[src/sv/sha256_pkg.sv]
`default_nettype none

package sha256_pkg;

  localparam logic [1:0] MODE_ABSORB  = 2'd0;
  localparam logic [1:0] MODE_FINISH  = 2'd1;
  localparam logic [1:0] MODE_RESTART = 2'd2;

  localparam logic [1:0] STAT_DIGEST       = 2'd0;
  localparam logic [1:0] STAT_AFTER_FINISH = 2'd1;
  localparam logic [1:0] STAT_TOO_LONG     = 2'd2;

  localparam logic [7:0] PAD_BYTE = 8'h80;

  // Byte count at which the length field begins in the last block.
  localparam logic [5:0] LEN_POS   = 6'd56;
  localparam logic [5:0] CNT_LAST  = 6'd63;
  localparam logic [5:0] RND_LAST  = 6'd63;
  localparam logic [2:0] WORD_LAST = 3'd7;

  localparam logic [31:0] K_ROUND [0:63] = '{
    32'h428a2f98, 32'h71374491, 32'hb5c0fbcf, 32'he9b5dba5,
    32'h3956c25b, 32'h59f111f1, 32'h923f82a4, 32'hab1c5ed5,
    32'hd807aa98, 32'h12835b01, 32'h243185be, 32'h550c7dc3,
    32'h72be5d74, 32'h80deb1fe, 32'h9bdc06a7, 32'hc19bf174,
    32'he49b69c1, 32'hefbe4786, 32'h0fc19dc6, 32'h240ca1cc,
    32'h2de92c6f, 32'h4a7484aa, 32'h5cb0a9dc, 32'h76f988da,
    32'h983e5152, 32'ha831c66d, 32'hb00327c8, 32'hbf597fc7,
    32'hc6e00bf3, 32'hd5a79147, 32'h06ca6351, 32'h14292967,
    32'h27b70a85, 32'h2e1b2138, 32'h4d2c6dfc, 32'h53380d13,
    32'h650a7354, 32'h766a0abb, 32'h81c2c92e, 32'h92722c85,
    32'ha2bfe8a1, 32'ha81a664b, 32'hc24b8b70, 32'hc76c51a3,
    32'hd192e819, 32'hd6990624, 32'hf40e3585, 32'h106aa070,
    32'h19a4c116, 32'h1e376c08, 32'h2748774c, 32'h34b0bcb5,
    32'h391c0cb3, 32'h4ed8aa4a, 32'h5b9cca4f, 32'h682e6ff3,
    32'h748f82ee, 32'h78a5636f, 32'h84c87814, 32'h8cc70208,
    32'h90befffa, 32'ha4506ceb, 32'hbef9a3f7, 32'hc67178f2
  };

  localparam logic [31:0] H_INIT [0:7] = '{
    32'h6a09e667, 32'hbb67ae85, 32'h3c6ef372, 32'ha54ff53a,
    32'h510e527f, 32'h9b05688c, 32'h1f83d9ab, 32'h5be0cd19
  };

  typedef enum logic [2:0] {
    ST_IDLE,
    ST_LOAD,
    ST_ROUND,
    ST_UPDATE,
    ST_PAD,
    ST_LEN,
    ST_EMIT,
    ST_ERR
  } state_t;

  typedef enum logic [1:0] {
    RET_IDLE,
    RET_PAD,
    RET_DONE
  } ret_t;

  typedef enum logic [1:0] {
    SH_DATA,
    SH_PAD,
    SH_ZERO,
    SH_LEN
  } shsel_t;

  typedef struct packed {
    logic       shift_en;
    shsel_t     shift_sel;
    logic [2:0] len_idx;
    logic       tot_inc;
    logic       restart;
    logic       load_wv;
    logic       round_en;
    logic [5:0] round_idx;
    logic       chain_upd;
    logic       out_load;
    logic       out_err;
    logic [1:0] out_status;
    logic [2:0] out_idx;
  } dp_cmd_t;

  typedef struct packed {
    logic at_limit;
  } dp_sts_t;

endpackage

`default_nettype wire

[src/sv/sha256_dp.sv]
`default_nettype none

module sha256_dp (
  input  wire                     clk,
  input  wire                     rst_n,
  input  wire sha256_pkg::dp_cmd_t cmd,
  output sha256_pkg::dp_sts_t     sts,
  input  wire [7:0]               data_byte,
  output logic [31:0]             out_word,
  output logic [2:0]              out_idx,
  output logic [1:0]              out_status,
  output logic                    out_last
);

  function automatic logic [31:0] bsig0(input logic [31:0] x);
    bsig0 = {x[1:0], x[31:2]} ^ {x[12:0], x[31:13]} ^ {x[21:0], x[31:22]};
  endfunction

  function automatic logic [31:0] bsig1(input logic [31:0] x);
    bsig1 = {x[5:0], x[31:6]} ^ {x[10:0], x[31:11]} ^ {x[24:0], x[31:25]};
  endfunction

  function automatic logic [31:0] ssig0(input logic [31:0] x);
    ssig0 = {x[6:0], x[31:7]} ^ {x[17:0], x[31:18]} ^ {3'b000, x[31:3]};
  endfunction

  function automatic logic [31:0] ssig1(input logic [31:0] x);
    ssig1 = {x[16:0], x[31:17]} ^ {x[18:0], x[31:19]} ^ {10'd0, x[31:10]};
  endfunction

  // The block buffer and the message schedule share one 512-bit window:
  // bytes shift in at the bottom, and each round shifts in one new word.
  logic [511:0] blk_r, blk_nxt;
  logic [31:0]  wv_r [0:7];
  logic [31:0]  wv_nxt [0:7];
  logic [31:0]  ch_r [0:7];
  logic [31:0]  ch_nxt [0:7];
  logic [60:0]  total_r, total_nxt;

  logic [31:0] w0, w1, w9, w14, wnew;
  logic [31:0] t1, t2;
  logic [63:0] len_bits;
  logic [7:0]  sh_byte;

  assign w0  = blk_r[511:480];
  assign w1  = blk_r[479:448];
  assign w9  = blk_r[223:192];
  assign w14 = blk_r[63:32];
  assign wnew = ssig1(w14) + w9 + ssig0(w1) + w0;

  assign t1 = wv_r[7] + bsig1(wv_r[4]) + ((wv_r[4] & wv_r[5]) ^ (~wv_r[4] & wv_r[6]))
            + sha256_pkg::K_ROUND[cmd.round_idx] + w0;
  assign t2 = bsig0(wv_r[0])
            + ((wv_r[0] & wv_r[1]) ^ (wv_r[0] & wv_r[2]) ^ (wv_r[1] & wv_r[2]));

  assign len_bits = {total_r, 3'b000};
  assign sts.at_limit = &total_r;

  always_comb begin
    case (cmd.shift_sel)
      sha256_pkg::SH_DATA: sh_byte = data_byte;
      sha256_pkg::SH_PAD:  sh_byte = sha256_pkg::PAD_BYTE;
      sha256_pkg::SH_LEN:  sh_byte = len_bits[{~cmd.len_idx, 3'b000} +: 8];
      default:             sh_byte = 8'h00;
    endcase
  end

  always_comb begin
    blk_nxt = blk_r;
    if (cmd.shift_en) begin
      blk_nxt = {blk_r[503:0], sh_byte};
    end else if (cmd.round_en) begin
      blk_nxt = {blk_r[479:0], wnew};
    end
  end

  always_comb begin
    for (int i = 0; i < 8; i++) begin
      wv_nxt[i] = wv_r[i];
      ch_nxt[i] = ch_r[i];
    end
    if (cmd.load_wv) begin
      for (int i = 0; i < 8; i++) begin
        wv_nxt[i] = ch_r[i];
      end
    end else if (cmd.round_en) begin
      wv_nxt[7] = wv_r[6];
      wv_nxt[6] = wv_r[5];
      wv_nxt[5] = wv_r[4];
      wv_nxt[4] = wv_r[3] + t1;
      wv_nxt[3] = wv_r[2];
      wv_nxt[2] = wv_r[1];
      wv_nxt[1] = wv_r[0];
      wv_nxt[0] = t1 + t2;
    end
    if (cmd.restart) begin
      for (int i = 0; i < 8; i++) begin
        ch_nxt[i] = sha256_pkg::H_INIT[i];
      end
    end else if (cmd.chain_upd) begin
      for (int i = 0; i < 8; i++) begin
        ch_nxt[i] = ch_r[i] + wv_r[i];
      end
    end
  end

  always_comb begin
    total_nxt = total_r;
    if (cmd.restart) begin
      total_nxt = '0;
    end else if (cmd.tot_inc) begin
      total_nxt = total_r + 61'd1;
    end
  end

  always_ff @(posedge clk) begin
    blk_r <= blk_nxt;
    for (int i = 0; i < 8; i++) begin
      wv_r[i] <= wv_nxt[i];
    end
  end

  always_ff @(posedge clk) begin
    if (!rst_n) begin
      total_r <= '0;
      for (int i = 0; i < 8; i++) begin
        ch_r[i] <= sha256_pkg::H_INIT[i];
      end
    end else begin
      total_r <= total_nxt;
      for (int i = 0; i < 8; i++) begin
        ch_r[i] <= ch_nxt[i];
      end
    end
  end

  always_ff @(posedge clk) begin
    if (cmd.out_load) begin
      if (cmd.out_err) begin
        out_word   <= '0;
        out_idx    <= '0;
        out_status <= cmd.out_status;
        out_last   <= 1'b1;
      end else begin
        out_word   <= ch_r[cmd.out_idx];
        out_idx    <= cmd.out_idx;
        out_status <= sha256_pkg::STAT_DIGEST;
        out_last   <= (cmd.out_idx == sha256_pkg::WORD_LAST);
      end
    end
  end

endmodule

`default_nettype wire

[src/sv/sha256_ctrl.sv]
`default_nettype none

module sha256_ctrl (
  input  wire                     clk,
  input  wire                     rst_n,
  input  wire                     in_tvalid,
  output logic                    in_tready,
  input  wire [1:0]               in_mode,
  output logic                    out_tvalid,
  input  wire                     out_tready,
  output sha256_pkg::dp_cmd_t     cmd,
  input  wire sha256_pkg::dp_sts_t sts
);

  sha256_pkg::state_t state_r, state_nxt;
  sha256_pkg::ret_t   ret_r, ret_nxt;
  logic [5:0] count_r, count_nxt;
  logic [2:0] len_r, len_nxt;
  logic [5:0] rnd_r, rnd_nxt;
  logic [2:0] widx_r, widx_nxt;
  logic       done_r, done_nxt;
  logic [1:0] err_r, err_nxt;
  logic       out_valid_r, out_valid_nxt;
  logic       out_free;
  logic       absorb_ok;

  assign in_tready  = (state_r == sha256_pkg::ST_IDLE);
  assign out_tvalid = out_valid_r;
  assign out_free   = !out_valid_r || out_tready;
  assign absorb_ok  = !done_r && !sts.at_limit;

  always_comb begin
    state_nxt = state_r;
    ret_nxt   = ret_r;
    case (state_r)
      sha256_pkg::ST_IDLE: begin
        if (in_tvalid) begin
          case (in_mode)
            sha256_pkg::MODE_ABSORB: begin
              if (!absorb_ok) begin
                state_nxt = sha256_pkg::ST_ERR;
              end else if (count_r == sha256_pkg::CNT_LAST) begin
                state_nxt = sha256_pkg::ST_LOAD;
                ret_nxt   = sha256_pkg::RET_IDLE;
              end
            end
            sha256_pkg::MODE_FINISH: begin
              if (done_r) begin
                state_nxt = sha256_pkg::ST_EMIT;
              end else if (count_r == sha256_pkg::CNT_LAST) begin
                state_nxt = sha256_pkg::ST_LOAD;
                ret_nxt   = sha256_pkg::RET_PAD;
              end else begin
                state_nxt = sha256_pkg::ST_PAD;
              end
            end
            default: state_nxt = sha256_pkg::ST_IDLE;
          endcase
        end
      end
      sha256_pkg::ST_LOAD: state_nxt = sha256_pkg::ST_ROUND;
      sha256_pkg::ST_ROUND: begin
        if (rnd_r == sha256_pkg::RND_LAST) begin
          state_nxt = sha256_pkg::ST_UPDATE;
        end
      end
      sha256_pkg::ST_UPDATE: begin
        case (ret_r)
          sha256_pkg::RET_PAD:  state_nxt = sha256_pkg::ST_PAD;
          sha256_pkg::RET_DONE: state_nxt = sha256_pkg::ST_EMIT;
          default:              state_nxt = sha256_pkg::ST_IDLE;
        endcase
      end
      sha256_pkg::ST_PAD: begin
        if (count_r == sha256_pkg::LEN_POS) begin
          state_nxt = sha256_pkg::ST_LEN;
        end else if (count_r == sha256_pkg::CNT_LAST) begin
          state_nxt = sha256_pkg::ST_LOAD;
          ret_nxt   = sha256_pkg::RET_PAD;
        end
      end
      sha256_pkg::ST_LEN: begin
        if (len_r == sha256_pkg::WORD_LAST) begin
          state_nxt = sha256_pkg::ST_LOAD;
          ret_nxt   = sha256_pkg::RET_DONE;
        end
      end
      sha256_pkg::ST_EMIT: begin
        if (out_free && widx_r == sha256_pkg::WORD_LAST) begin
          state_nxt = sha256_pkg::ST_IDLE;
        end
      end
      sha256_pkg::ST_ERR: begin
        if (out_free) begin
          state_nxt = sha256_pkg::ST_IDLE;
        end
      end
      default: state_nxt = sha256_pkg::ST_IDLE;
    endcase
  end

  always_comb begin
    cmd            = '0;
    cmd.shift_sel  = sha256_pkg::SH_DATA;
    cmd.len_idx    = len_r;
    cmd.round_idx  = rnd_r;
    cmd.out_idx    = widx_r;
    cmd.out_status = err_r;
    case (state_r)
      sha256_pkg::ST_IDLE: begin
        if (in_tvalid) begin
          case (in_mode)
            sha256_pkg::MODE_ABSORB: begin
              cmd.shift_en = absorb_ok;
              cmd.tot_inc  = absorb_ok;
            end
            sha256_pkg::MODE_FINISH: begin
              cmd.shift_en  = !done_r;
              cmd.shift_sel = sha256_pkg::SH_PAD;
            end
            sha256_pkg::MODE_RESTART: cmd.restart = 1'b1;
            default: cmd.restart = 1'b0;
          endcase
        end
      end
      sha256_pkg::ST_LOAD:   cmd.load_wv = 1'b1;
      sha256_pkg::ST_ROUND:  cmd.round_en = 1'b1;
      sha256_pkg::ST_UPDATE: cmd.chain_upd = 1'b1;
      sha256_pkg::ST_PAD: begin
        cmd.shift_en  = (count_r != sha256_pkg::LEN_POS);
        cmd.shift_sel = sha256_pkg::SH_ZERO;
      end
      sha256_pkg::ST_LEN: begin
        cmd.shift_en  = 1'b1;
        cmd.shift_sel = sha256_pkg::SH_LEN;
      end
      sha256_pkg::ST_EMIT: cmd.out_load = out_free;
      sha256_pkg::ST_ERR: begin
        cmd.out_load = out_free;
        cmd.out_err  = 1'b1;
      end
      default: cmd.out_load = 1'b0;
    endcase
  end

  always_comb begin
    count_nxt     = count_r;
    len_nxt       = len_r;
    rnd_nxt       = rnd_r;
    widx_nxt      = widx_r;
    done_nxt      = done_r;
    err_nxt       = err_r;
    out_valid_nxt = out_valid_r;
    if (cmd.restart) begin
      count_nxt = '0;
      done_nxt  = 1'b0;
    end else if (cmd.shift_en) begin
      count_nxt = count_r + 6'd1;
    end
    if (state_r == sha256_pkg::ST_LEN) begin
      len_nxt = len_r + 3'd1;
    end
    if (cmd.round_en) begin
      rnd_nxt = rnd_r + 6'd1;
    end
    if (state_r == sha256_pkg::ST_EMIT && out_free) begin
      widx_nxt = widx_r + 3'd1;
    end
    if (state_r == sha256_pkg::ST_UPDATE && ret_r == sha256_pkg::RET_DONE) begin
      done_nxt = 1'b1;
    end
    if (state_r == sha256_pkg::ST_IDLE) begin
      err_nxt = done_r ? sha256_pkg::STAT_AFTER_FINISH : sha256_pkg::STAT_TOO_LONG;
    end
    if (cmd.out_load) begin
      out_valid_nxt = 1'b1;
    end else if (out_tready) begin
      out_valid_nxt = 1'b0;
    end
  end

  always_ff @(posedge clk) begin
    if (!rst_n) begin
      state_r     <= sha256_pkg::ST_IDLE;
      ret_r       <= sha256_pkg::RET_IDLE;
      count_r     <= '0;
      len_r       <= '0;
      rnd_r       <= '0;
      widx_r      <= '0;
      done_r      <= 1'b0;
      err_r       <= sha256_pkg::STAT_AFTER_FINISH;
      out_valid_r <= 1'b0;
    end else begin
      state_r     <= state_nxt;
      ret_r       <= ret_nxt;
      count_r     <= count_nxt;
      len_r       <= len_nxt;
      rnd_r       <= rnd_nxt;
      widx_r      <= widx_nxt;
      done_r      <= done_nxt;
      err_r       <= err_nxt;
      out_valid_r <= out_valid_nxt;
    end
  end

  // A result is loaded only into a free or draining output register.
  a_out_no_overwrite: assert property (@(posedge clk) disable iff (!rst_n)
    cmd.out_load |-> (!out_valid_r || out_tready))
    else $error("output register overwritten while stalled");

  a_round_to_update: assert property (@(posedge clk) disable iff (!rst_n)
    (state_r == sha256_pkg::ST_ROUND && rnd_r == sha256_pkg::RND_LAST)
      |=> (state_r == sha256_pkg::ST_UPDATE && rnd_r == 6'd0))
    else $error("compression did not finish after the last round");

  a_emit_after_done: assert property (@(posedge clk) disable iff (!rst_n)
    (state_r == sha256_pkg::ST_EMIT) |-> (done_r && count_r == 6'd0))
    else $error("digest emitted before the message was closed");

  a_len_position: assert property (@(posedge clk) disable iff (!rst_n)
    (state_r == sha256_pkg::ST_LEN) |-> (count_r[5:3] == 3'b111 && count_r[2:0] == len_r))
    else $error("length field out of place in the final block");

endmodule

`default_nettype wire

[src/sv/sha256_stream_hasher.sv]
// Absorb: each byte is taken while idle; every 64th byte starts a compression (load,
// 64 rounds at one per cycle, chain update), during which in_tready is low.
// Finish: the pad, zero and length bytes shift in, with a pause at the length field, then one
// or two compressions and eight digest words at one per cycle unless stalled; a repeat
// gives only the words. Reset is synchronous and active low; it loads the initial hash
// values and clears the byte count, message length and finished flag. No clearing pass.
`default_nettype none

module sha256_stream_hasher (
  input  wire         clk,
  input  wire         rst_n,
  input  wire         in_tvalid,
  output logic        in_tready,
  input  wire  [7:0]  in_tdata,   // [7:0] data_byte
  input  wire  [1:0]  in_tuser,   // [1:0] mode
  output logic        out_tvalid,
  input  wire         out_tready,
  output logic [31:0] out_tdata,  // [31:0] digest_word
  output logic [4:0]  out_tuser,  // [2:0] word_index, [4:3] status
  output logic        out_tlast
);

  sha256_pkg::dp_cmd_t cmd;
  sha256_pkg::dp_sts_t sts;
  logic [2:0] word_index;
  logic [1:0] status;

  sha256_ctrl u_ctrl (
    .clk        (clk),
    .rst_n      (rst_n),
    .in_tvalid  (in_tvalid),
    .in_tready  (in_tready),
    .in_mode    (in_tuser),
    .out_tvalid (out_tvalid),
    .out_tready (out_tready),
    .cmd        (cmd),
    .sts        (sts)
  );

  sha256_dp u_dp (
    .clk        (clk),
    .rst_n      (rst_n),
    .cmd        (cmd),
    .sts        (sts),
    .data_byte  (in_tdata),
    .out_word   (out_tdata),
    .out_idx    (word_index),
    .out_status (status),
    .out_last   (out_tlast)
  );

  assign out_tuser = {status, word_index};

endmodule

`default_nettype wire

[config.mk]
export PLATFORM = sky130hd
export DESIGN_NAME = sha256_stream_hasher
export DESIGN_NICKNAME = d
export VERILOG_FILES = /design/src/sv/sha256_pkg.sv /design/src/sv/sha256_dp.sv /design/src/sv/sha256_ctrl.sv /design/src/sv/sha256_stream_hasher.sv
export SDC_FILE = /design/constraint.sdc
export NUM_CORES = 2
export LEC_CHECK = 0
export ABC_AREA = 1
export BUFFER_PORTS_ARGS = -buffer_cell sky130_fd_sc_hd__buf_2
export CELL_PAD_IN_SITES_DETAIL_PLACEMENT = 0
export CELL_PAD_IN_SITES_GLOBAL_PLACEMENT = 1
export CORE_MARGIN = 10
export CORE_UTILIZATION = 53
export DETAILED_ROUTE_END_ITERATION = 6
export HOLD_SLACK_MARGIN = 0.12
export PLACE_DENSITY = 0.91
export SYNTH_ARGS = -nofsm -noshare
export SYNTH_HDL_FRONTEND = slang
export SYNTH_HIERARCHICAL = 1
export SYNTH_SLANG_ARGS = --single-unit
[constraint.sdc]
create_clock -name clk -period 36.1 [get_ports clk]
set_input_delay 3.61 -clock clk [delete_from_list [all_inputs] [get_ports clk]]
set_output_delay 3.61 -clock clk [all_outputs]
set_load 0.01 [all_outputs]
Word level (Yosys, flattened, before mapping)
Memory sizes are Yosys's and may differ from the RTL's. A register that Yosys moved wholly into a read port is not among the register bits.
Index checks and enable logic that the tools add are counted.
- register bits: 606
- memory bits (writable): 512
- ROM bits: 2048
- word-level logic and storage cells: 178
- memories: 3
- add/sub/neg operators: 23
- order comparisons: 1
- equality and inequality tests: 29
- shift-type cells: 1
- multiplexer cells: 59
- bitwise logic cells: 28
- reduce and logical (&&, ||, !) cells: 20
- memory list (memory ; depth ; bits a word ; read ports ; clocked after Yosys merged registers in ; wr ports ; RTL line ; text):
    (no name shown) ; 64 ; 32 ; 1 ; 0 ; 0 ; sha256_dp.sv:52 ; + sha256_pkg::K_ROUND[cmd.round_idx] + w0;
    u_dp.ch_r ; 8 ; 32 ; 9 ; 1 ; 8 ; sha256_dp.sv:36 ; logic [31:0] ch_r [0:7];
    u_dp.wv_r ; 8 ; 32 ; 8 ; 0 ; 8 ; sha256_dp.sv:34 ; logic [31:0] wv_r [0:7];
- operators with widths (operator ; number):
    two-way mux 256 bit ; 4
    two-way mux 512 bit ; 2
    adder 32 bit ; 18
    two-way mux 32 bit ; 10
    XOR 32 bit ; 9
    AND 32 bit ; 5
    variable part select 64 x 7 -> 8 bit ; 1
    adder 61 x 1 -> 61 bit (second input constant) ; 1
    AND reduction 61 bit ; 1
    two-way mux 3 bit ; 11
    inverter 32 bit ; 1
    XOR 32 x 22 -> 32 bit ; 1
    XOR 32 x 29 -> 32 bit ; 1
    one-hot mux 3 bit (8 select lines) ; 1
    one-hot mux 8 bit (3 select lines) ; 1
    two-way mux 2 bit ; 10
    == test 3 bit (second input constant) ; 6
    == test 6 bit (second input constant) ; 3
    two-way mux 1 bit ; 14
    adder 6 x 1 -> 6 bit (second input constant) ; 2
    one-hot mux 3 bit (2 select lines) ; 2
    one-hot mux 3 bit (3 select lines) ; 1
    != test 2 x 1 -> 1 bit (second input constant) ; 4
    OR 1 bit ; 8
    27 further kinds ; 44

Logic depth before layout (Yosys ltp)
An unclocked memory read counts as a cell.
- word-level depth: 10
- gate-level depth with buffers: 41

Cells and area by module
Netlist, hierarchy kept.
- by module, submodules not included (module ; times used ; cells an instance ; area each (sq um) ; sequential area each (sq um)):
    sha256_dp ; 1 ; 10554 ; 80009.2 ; 30549.3
    sha256_ctrl ; 1 ; 240 ; 1687.9 ; 540.5

Worst setup path before layout
No wires, ideal clock.
- path kind: in2reg
- start: in in_tuser[0]
- end: reg u_dp.blk_r[0] (enable)
- setup time: 3628 ps
- arrival: 13077 ps
- setup slack: 19395 ps
- cell stages on the path: 9
- path through: inv_2 a211oi_1 nand3_4 nand2_2 clkbuf_1 inv_2 clkbuf_1 clkbuf_1 nand2_1
- RTL lines (item ; RTL line ; text):
    start, declared ; sha256_stream_hasher.sv:15 ; input wire [1:0] in_tuser,
    end signal, assigned ; sha256_dp.sv:117 ; blk_r <= blk_nxt;
    end, declared ; sha256_dp.sv:33 ; logic [511:0] blk_r, blk_nxt;

==> reports/qor.txt <==
TritonCTS clock tree: done
hold_sp: u_ctrl/ret_r[0]
largest net degree at the start of global routing: 273
Synth Flop Type: edfxtp_1
utilization after layout: 57.40%
Ys Warns: 6
largest family of logic cells by synthesized area: simple AND/OR/NAND/NOR gates
Slowest-stage cell, CP: dfxtp_1
fin crit period: 8.410 ns
final hold vios: 0
worst reg2reg path startpoint: u_ctrl/rnd_r[0]
CP max stage delay: 0.74 ns
clock tree buffer depth: 3
placer's final routability congestion estimate: 1.064
Post-synth ARST share: 0%
Initial DRC Count: 11880
area of the core: 153700 um2
DRT antenna net count: 0
CTS sink count: 1150
register area share after synthesis: 38.05%
syn_nets: 11402
Crit Path Class: reg -> reg
via count of the first global-routing pass: 70512
slew margin rel.: 1.745%
Synth area leaders: edfxtp_1 30%, nand2_1 13%, dfxtp_1 8.4%
Reg clk slew, reported paths: 0.06 ns
f_max: 118.9 MHz
DRC: 0
IO Pins: 54
number of buffers added on ports: 53
CP Launch Type: flip-flop
initial antenna violation count: 19
nets: 11244
CP Capture Type: flip-flop
Die Wd: 412.6 um
simple-gate share of the synthesized area: 21.21%
most frequent cells in the layout: 2772 x nand2_1, 1442 x inv_1, 1213 x o21ai_0, 909 x a21oi_1, 806 x edfxtp_1
# rows: 144
Hold Path Depth: 2
postcts setup bufs: 0
xor and xnor area share after synthesis: 4.224%
Synth Register Bits: 1150
Num CTS Buffers: 135
syn avg cell area: 7.569 um2
Slew Limit Fails: 0
die area: 170300 um2
mapped cell area: 81700 um2
Unique masters post-synth: 68
first drt pass iteration count: 6
CP Data Arrival Time: 8.96 ns
DR WL/cell: 25.22 um
Max-Cap Viols: 0
Post-Syn Instances: 10794
post-synth top area share: 29.63%
RSZ-0062 raised after global routing: false
later-pin clock latency in the skew report: 0.80 ns
Synth Area in Compound Gates: 16.95%
DR vias/cell: 6.064
RR Endpoint: u_dp/wv_r[0][28]
Hold Buf Count CTS: 0
worst-path fanout max: 15
adder-cell share of the synthesized area: 10.89%
CP required: 36.65 ns
area leader, netlist: edfxtp_1
# H-tree levels: 4
R2R setup slack: 27.69 ns
post_cts resized: 0
chip height: 412.6 um
dpl hpwl: 249.4 mm
Final Cycle Share: 23.30%
worst reg2reg path depth: 35
skew final: 0.06585 ns
Setup Slack @ Placement: 27.73 ns
routed vias: 77622
Worst Hold Path EP: u_ctrl/ret_r[0]
setup violators final: 0
EDFF count, synth: 806
CTS Root Cell: clkbuf_16
status: finished clean
multiplexer share of the synthesized area: 0%
grt ovf: 0
worst hold path type: reg -> reg
most common cell after layout, fill and taps aside: nand2_1
actual slew at the worst max-slew pin: 1.458 ns
initial core utilization: 53.16%
Post-Route WL: 322.9 mm
share of cells above drive strength 1: 4.139%
setup ws final: 27.69 ns
GRT Total Usage: 36.54%
Area growth, synth to finish: 7.981%
setup TNS: 0 ns
first-pass GRT wire length: 466.2 mm
[how the worst max path moves through the flow]
stage / start / to / cells past startpoint / slack (ns)
3_3_place_gp: in_tuser[0] / u_dp/blk_r[191] / 9 / 27.84
3_5_place_dp: in_tuser[0] / u_dp/blk_r[167] / 9 / 27.73
5_1_grt: u_ctrl/rnd_r[0] / u_dp/wv_r[0][24] / 38 / 27.20
6_report: u_ctrl/rnd_r[0] / u_dp/wv_r[0][28] / 35 / 27.69
2_1_floorplan: in_tuser[0] / u_dp/blk_r[0] / 9 / 19.40
4_1_cts: u_ctrl/rnd_r[0] / u_dp/wv_r[0][24] / 38 / 27.97
[through the flow]
stage	hold WS, ns	area (um2)	std cells
final	0.4762	88220	12801
after CTS	0.4785	88200	12795
after global routing	0.5007	88200	12795
after floorplan	0.4392	81700	10794
after global placement	0.4507	83560	12543
after detailed placement	0.4694	83560	12543
[synthesized netlist by cell type, types with 10 or more instances]
cell type,n
o21bai_1,73
inv_1,1444
nand2_1,2774
o21ai_1,16
nand3_1,411
nor2_1,661
a21boi_0,25
a221oi_1,24
dfxtp_1,344
fa_1,195
buf_1,20
a21oi_1,910
edfxtp_1,806
o31ai_1,14
buf_2,10
a31oi_1,41
o21ai_0,1213
nand4_1,88
nand3b_1,15
o211ai_1,61
o221ai_1,20
nor3_1,134
or2_2,54
a211oi_1,18
ha_1,399
inv_2,16
a21o_1,42
xnor2_1,173
xor2_1,221
nor4_1,34
o21a_1,28
clkbuf_1,376
[per-layer routing]
metal	vias to the layer above	track usage [%]	part of all wire, %
met5	-	0	0.089
met4	26	11.32	3.6
met3	663	11.92	14
met2	4598	50.52	40
met1	36887	53.58	42
li1	35448	-	-
[worst max-delay path: cells and delay by family (launching register included)]
kind | cells | cell delay, ns
xor gates and xnor gates | 1 | 0.32
buffers and inverters | 7 | 0.84
AOI/OAI and AO/OA | 10 | 2.44
and+or+nand+nor | 11 | 1.42
DFF | 1 | 0.74
adders and majority gates | 6 | 2.38
[final cells by class]
cell class	instances	area (um2)
Sequential cell	1150	31100
Fill cell	14387	65470
Tap cell	2044	2557
Multi-Input combinational cell	7765	43590
Clock inverter	66	992.2
Inverter	1468	5542
Antenna cell	6	15.01
Timing Repair Buffer	116	775.7
Clock buffer	186	3650
[state kept, by name, indices dropped and copies added (netlist names), 6 cells and up]
name and cells:
u_dp/ch_r 256, u_dp/out_word 32, u_ctrl/count_r 6, u_dp/wv_r 256, u_dp/total_r 61, u_ctrl/rnd_r 6
u_dp/blk_r 512
[kinds of logic after synthesis]
group | after synthesis
AO/OA/AOI/OAI | 2549
buffers and inverters | 1879
adder cells (fa/ha/maj) | 594
flip-flops | 1150
AND/OR/NAND/NOR | 4228
XOR/XNOR | 394
Power is left out: the tool's default activity adds up to more than one toggle a clock period on the data nets, which glitch-free logic cannot reach.
